## src/rtl/core/cwsi_pkg.sv

```systemverilog
// ----------------------------------------------------------------------------
// cwsi_pkg
// Shared types, constants and tables of the CT window and slice
// interpolation block.
// ----------------------------------------------------------------------------
`default_nettype none

package cwsi_pkg;

    // Store and counter sizes
    localparam int MAX_SLICE_PIXELS = 262144;
    localparam int MAX_SLICES       = 1024;
    localparam int MAX_THICKNESS    = 16;
    localparam int PIX_W            = $clog2(MAX_SLICE_PIXELS);
    localparam int SLC_W            = $clog2(MAX_SLICES);

    // Field widths
    localparam int HU_W     = 16;
    localparam int VOX_W    = 8;
    localparam int OSLICE_W = 14;
    localparam int THICK_W  = 5;
    localparam int NPIX_W   = 19;
    localparam int CFG_W    = 19;
    localparam int LCNT_W   = 4;
    localparam int ACC_W    = 12;
    localparam int RECIP_W  = 17;
    localparam int FILL_SHIFT = 16;

    // Window [-128, 1023] to a byte: (v + 128) * 255 / 1151
    localparam logic signed [HU_W-1:0] WIN_LOW  = -16'sd128;
    localparam logic signed [HU_W-1:0] WIN_HIGH = 16'sd1023;
    localparam logic [HU_W:0]          WIN_OFFSET = 17'd128;
    localparam logic [VOX_W-1:0]       BYTE_MAX = 8'd255;
    // ceil(2^30 / 1151), exact for every numerator below 2^19
    localparam logic [19:0]            WIN_RECIP = 20'd932878;
    localparam int                     WIN_SHIFT = 30;

    localparam logic [THICK_W-1:0] THICK_MAX = 5'd16;
    localparam logic [NPIX_W-1:0]  NPIX_MAX  = 19'd262144;

    // Configuration register indexes
    localparam logic REG_SLICE_THICKNESS = 1'b0;
    localparam logic REG_SLICE_PIXELS    = 1'b1;

    // Input and output words
    typedef struct packed {
        logic signed [HU_W-1:0] hu_sample;
        logic                   first_of_volume;
    } sample_t;

    typedef struct packed {
        logic [VOX_W-1:0]    voxel_value;
        logic [OSLICE_W-1:0] out_slice;
        logic [PIX_W-1:0]    out_pixel;
        logic                last_of_run;
    } voxel_t;

    // Controller to datapath
    typedef struct packed {
        logic capture;
        logic win_mul;
        logic win_res;
        logic fill_step;
        logic load_fill;
        logic load_real;
    } cmd_t;

    // Datapath to controller
    typedef struct packed {
        logic fill_en;
        logic last_fill;
        logic out_free;
    } status_t;

    // ceil(2^16 / t): exact quotient for numerators below 2^12, t up to 16
    function automatic logic [RECIP_W-1:0] fill_recip(input logic [THICK_W-1:0] t);
        logic [RECIP_W-1:0] r;
        case (t)
            5'd2:    r = 17'd32768;
            5'd3:    r = 17'd21846;
            5'd4:    r = 17'd16384;
            5'd5:    r = 17'd13108;
            5'd6:    r = 17'd10923;
            5'd7:    r = 17'd9363;
            5'd8:    r = 17'd8192;
            5'd9:    r = 17'd7282;
            5'd10:   r = 17'd6554;
            5'd11:   r = 17'd5958;
            5'd12:   r = 17'd5462;
            5'd13:   r = 17'd5042;
            5'd14:   r = 17'd4682;
            5'd15:   r = 17'd4370;
            5'd16:   r = 17'd4096;
            default: r = 17'd65536;
        endcase
        return r;
    endfunction

endpackage

`default_nettype wire

```

## src/rtl/core/cwsi_ctrl.sv

```systemverilog
// ----------------------------------------------------------------------------
// cwsi_ctrl
// Sequencer: takes one sample, steps the window and filler arithmetic and
// hands each result to the output register.
// ----------------------------------------------------------------------------
`default_nettype none

module cwsi_ctrl
(
    input  wire                   clk,
    input  wire                   rst_n,
    input  wire                   sample_valid,
    output logic                  sample_ready,
    input  cwsi_pkg::status_t     status,
    output cwsi_pkg::cmd_t        cmd
);

    typedef enum logic [2:0] {
        ST_IDLE,
        ST_WIN_MUL,
        ST_WIN_RES,
        ST_FILL_STEP,
        ST_FILL_OUT,
        ST_REAL_OUT
    } state_t;

    state_t state_reg;
    state_t state_next;

    // Next state and commands
    always_comb
    begin
        state_next   = state_reg;
        cmd          = '0;
        sample_ready = 1'b0;
        case (state_reg)
            ST_IDLE:
            begin
                sample_ready = 1'b1;
                if (sample_valid)
                begin
                    cmd.capture = 1'b1;
                    state_next  = ST_WIN_MUL;
                end
            end
            ST_WIN_MUL:
            begin
                cmd.win_mul = 1'b1;
                state_next  = ST_WIN_RES;
            end
            ST_WIN_RES:
            begin
                cmd.win_res = 1'b1;
                state_next  = status.fill_en ? ST_FILL_STEP : ST_REAL_OUT;
            end
            ST_FILL_STEP:
            begin
                cmd.fill_step = 1'b1;
                state_next    = ST_FILL_OUT;
            end
            ST_FILL_OUT:
            begin
                if (status.out_free)
                begin
                    cmd.load_fill = 1'b1;
                    state_next    = status.last_fill ? ST_REAL_OUT : ST_FILL_STEP;
                end
            end
            ST_REAL_OUT:
            begin
                if (status.out_free)
                begin
                    cmd.load_real = 1'b1;
                    state_next    = ST_IDLE;
                end
            end
            default:
            begin
                state_next = ST_IDLE;
            end
        endcase
    end

    always_ff @(posedge clk or negedge rst_n)
    begin
        if (!rst_n)
        begin
            state_reg <= ST_IDLE;
        end
        else
        begin
            state_reg <= state_next;
        end
    end

endmodule

`default_nettype wire

```

## config.mk

```make
export PLATFORM = sky130hd
export DESIGN_NAME = cwsi_ctrl
export DESIGN_NICKNAME = d
export VERILOG_FILES = /design/src/rtl/core/cwsi_pkg.sv /design/src/rtl/core/cwsi_ctrl.sv
export SDC_FILE = /design/constraint.sdc
export NUM_CORES = 1
export LEC_CHECK = 0
export ABC_AREA = 1
export BUFFER_PORTS_ARGS = -buffer_cell sky130_fd_sc_hd__buf_2
export CORE_AREA = 5 5 42 44
export DETAILED_ROUTE_END_ITERATION = 16
export DIE_AREA = 0 0 47 49
export GPL_TIMING_DRIVEN = 0
export PLACE_DENSITY = 0.41
export SLEW_MARGIN = 5
export SYNTH_ARGS = -nofsm -noshare
export SYNTH_HDL_FRONTEND = slang
export SYNTH_SLANG_ARGS = --single-unit
```

## constraint.sdc

```tcl
create_clock -name clk -period 1.25 [get_ports clk]
set_clock_uncertainty 0.1 [all_clocks]
set_input_delay 0.25 -clock clk [delete_from_list [all_inputs] [get_ports clk]]
set_output_delay 0.25 -clock clk [all_outputs]
set_load 0.03 [all_outputs]
```

==> flow_summary_export.csv <==
group,metric,value,unit
synth,synth.area.top_cells,"dfrtp_1 29%, inv_1 10%, nand3_1 7.8%",
cts,clock_latency,0.23,ns
floorplanning,core_area,1400,um^2
place,placed_cells,68,
sta,min_period,1.53,ns
floorplanning,die_height,49,um
drt,drcViolationCount,0,
sta,report.final.slew_viol_count,0,
flow_run,max_cap_viol_count,0,
layout,nets,71,
setup_path,max_stage_delay,0.47,ns
floorplanning,dieArea,2300,um^2
power_and_ir_drop,powerDensity,2620,nW/um^2
cts,htreeDepth,1,
synth,synth_common_cells,"7 x inv_1, 5 x nand2_1, 4 x inv_2, 4 x nand3_1, 4 x nor2_1",
sta,grt_setup_unrepaired,"true",
grt,antenna_found_initial,0,
drt,vias,346,
layout,antenna_cells,0,
place,placed_area,397,um^2
synth,yosys.cell_count.top_type,"inv_1",
synth,syn_area,258,um^2
grt,grt_pass1_wl,1390,um
floorplanning,num_rows,14,
drt,dr.pass1.iters,2,
drt,dr.first_iter.drc_count,6,
drt,wl_per_cell,9.86,um
setup_path,crit_arrival,1.18,ns
floorplanning,die_x,47,um
floorplanning,pin_count,13,
setup_path,crit_chain,"nor4_4 > buf_6",
cts,cts_root_buffer,"clkbuf_4",
power_and_ir_drop,vdd_ir_drop_max,0.000913,V
synth,ys_seq_area_frac,0.291,
sta,setup_tns,-1.65,ns
setup_path,crit_path_end_kind,"primary output",
power_and_ir_drop,cellLeakagePower,0.270,nW
sta,layout_setup_ws,-0.279,ns
setup_path,cp.required,0.90,ns
place,gp_congestion,0.680,
synth,syn_area_per_cell,6.44,um^2
sta,worst-slew-pin-transition,0.298,ns
grt,grt_usage,0.0830,
setup_path,worstSetupStartpointType,"flop",
drt,via_per_inst,4.33,
layout,final_util,0.397,
run_status,violations,"setup timing",
cts,path_clk_slew,0.04,ns
synth,yosysTopAreaCell,"dfrtp_1",
cts,clkSinkCount,3,
synth,synth-async-reset-ratio,1.00,
cts,cts_inserted_buffers,3,
grt,grt_overflow,0,
synth,ys_warn_count,0,
place,portBuffers,12,
sta,finalCritPeriodShare,1.22,
synth,syn_inst,40,
grt,grt_pass1_vias,346,
drt,wl,789,um
setup_path,crit_type,"reg -> out",
run_status,status,"finished, violations left",
place,post-place-ws,-0.180,ns
sta,fmax,654,MHz
layout,num-fill-cells,154,
sta,setup_viol,7,
drt,antenna_left,0,
synth,ys.flop_type,"dfrtp_1",
synth,synth.distinct_cells,14,
layout,largest_register_ff_count,3,
synth,synth_edf_count,0,
layout,stdcell_count,80,
sta,relSlewSlack,0.801,
setup_path,worstRegToRegCells,8,
layout,drive_above_1_share,0.672,
sta,hold_violations,0,
synth,synth_fp_nets,46,
min_path,holdCritPathClass,"in -> async",
setup_path,crit_slowest_cell,"dfrtp_2",
layout,area_delta_synth_final,116,%
cts,cts_tree,"done",
synth,yosys.area.top_type_share,0.291,
floorplanning,start_util,0.184,
grt,grt_max_degree,7,
layout,design_area,557,um^2
cts,cts_max_path_buffers,2,
place,place_hpwl,544,um
synth,ys_ff_latch,3,
setup_path,path_max_fanout,4,
==> worst max-delay path: cells and delay by family (launching register included) <==
family	cells	cell delay, ns
DFF	1	0.47
buffers and inverters	1	0.17
and+or+nand+nor	1	0.31
==> worst paths after layout <==
kind	from	to	slack, ns
hold / removal	rst_n	state_reg[0]	0.25
max in group asynchronous	rst_n	state_reg[2]	0.68
min in group clk	status[1]	state_reg[2]	0.26
hold reg to reg	state_reg[0]	state_reg[0]	0.62
setup reg to reg	state_reg[0]	state_reg[1]	0.02
setup / recovery	state_reg[1]	cmd[0]	-0.28
==> cell usage in the layout, fill, tap and decap left out, types with 3 or more instances in the layout <==
cell      synthesis  layout
buf_2             0       5
nand2_2           2       3
nor2_4            0       5
clkbuf_4          0       3
nand3_1           4       3
inv_1             7       5
o21ai_1           3       3
buf_6             1       7
inv_2             4       3
nand2_1           5       4
buf_4             0       8
==> what timing repair did <==
action,in CTS,in global routing
setup buffers,7,1
pin swaps,3,4
endpoints found under the hold margin,3,0
setup endpoints to repair,7,9
resized for setup,21,2
hold buffers,1,0
==> logic make-up after synthesis <==
logic type	count (synthesis)	synth area share
simple gates	22	0.447
buf+inv	12	0.204
compound gates	3	0.0582
flops	3	0.291
==> final cells by class <==
class                           count  area, um^2  area share
Buffer                              1        11.3      0.0202
Clock buffer                        4        26.3      0.0472
Inverter                           11        51.3      0.0921
Multi-Input combinational cell     25         208       0.373
Sequential cell                     3        77.6       0.139
Tap cell                           16        20.0      0.0360
Timing Repair Buffer               20         163       0.292
==> per-stage QoR <==
stage	hold slack [ns]	power (W)
after floorplan	-0.146	0.000805
after global placement	-0.0512	0.000958
after detailed placement	-0.0507	0.000953
after CTS	0.249	0.00145
after global routing	0.252	0.00158
final	0.251	0.00146
==> power by group <==
part,total [W],internal (W),switching (W)
clock network,0.000167,0.000119,0.0000478
registers,0.000213,0.000145,0.0000685
logic,0.00108,0.000468,0.000608
total,0.00146,0.000733,0.000724
==> layer usage <==
| metal | track usage | vias up | part of all wire |
|---|---|---|---|
| li1 | - | 174 | - |
| met1 | 0.0987 | 158 | 0.36 |
| met2 | 0.124 | 12 | 0.56 |
| met3 | 0.0443 | 2 | 0.060 |
| met4 | 0.0276 | 0 | 0.015 |
| met5 | 0 | - | 0 |
(Power assumes the default switching activity.)
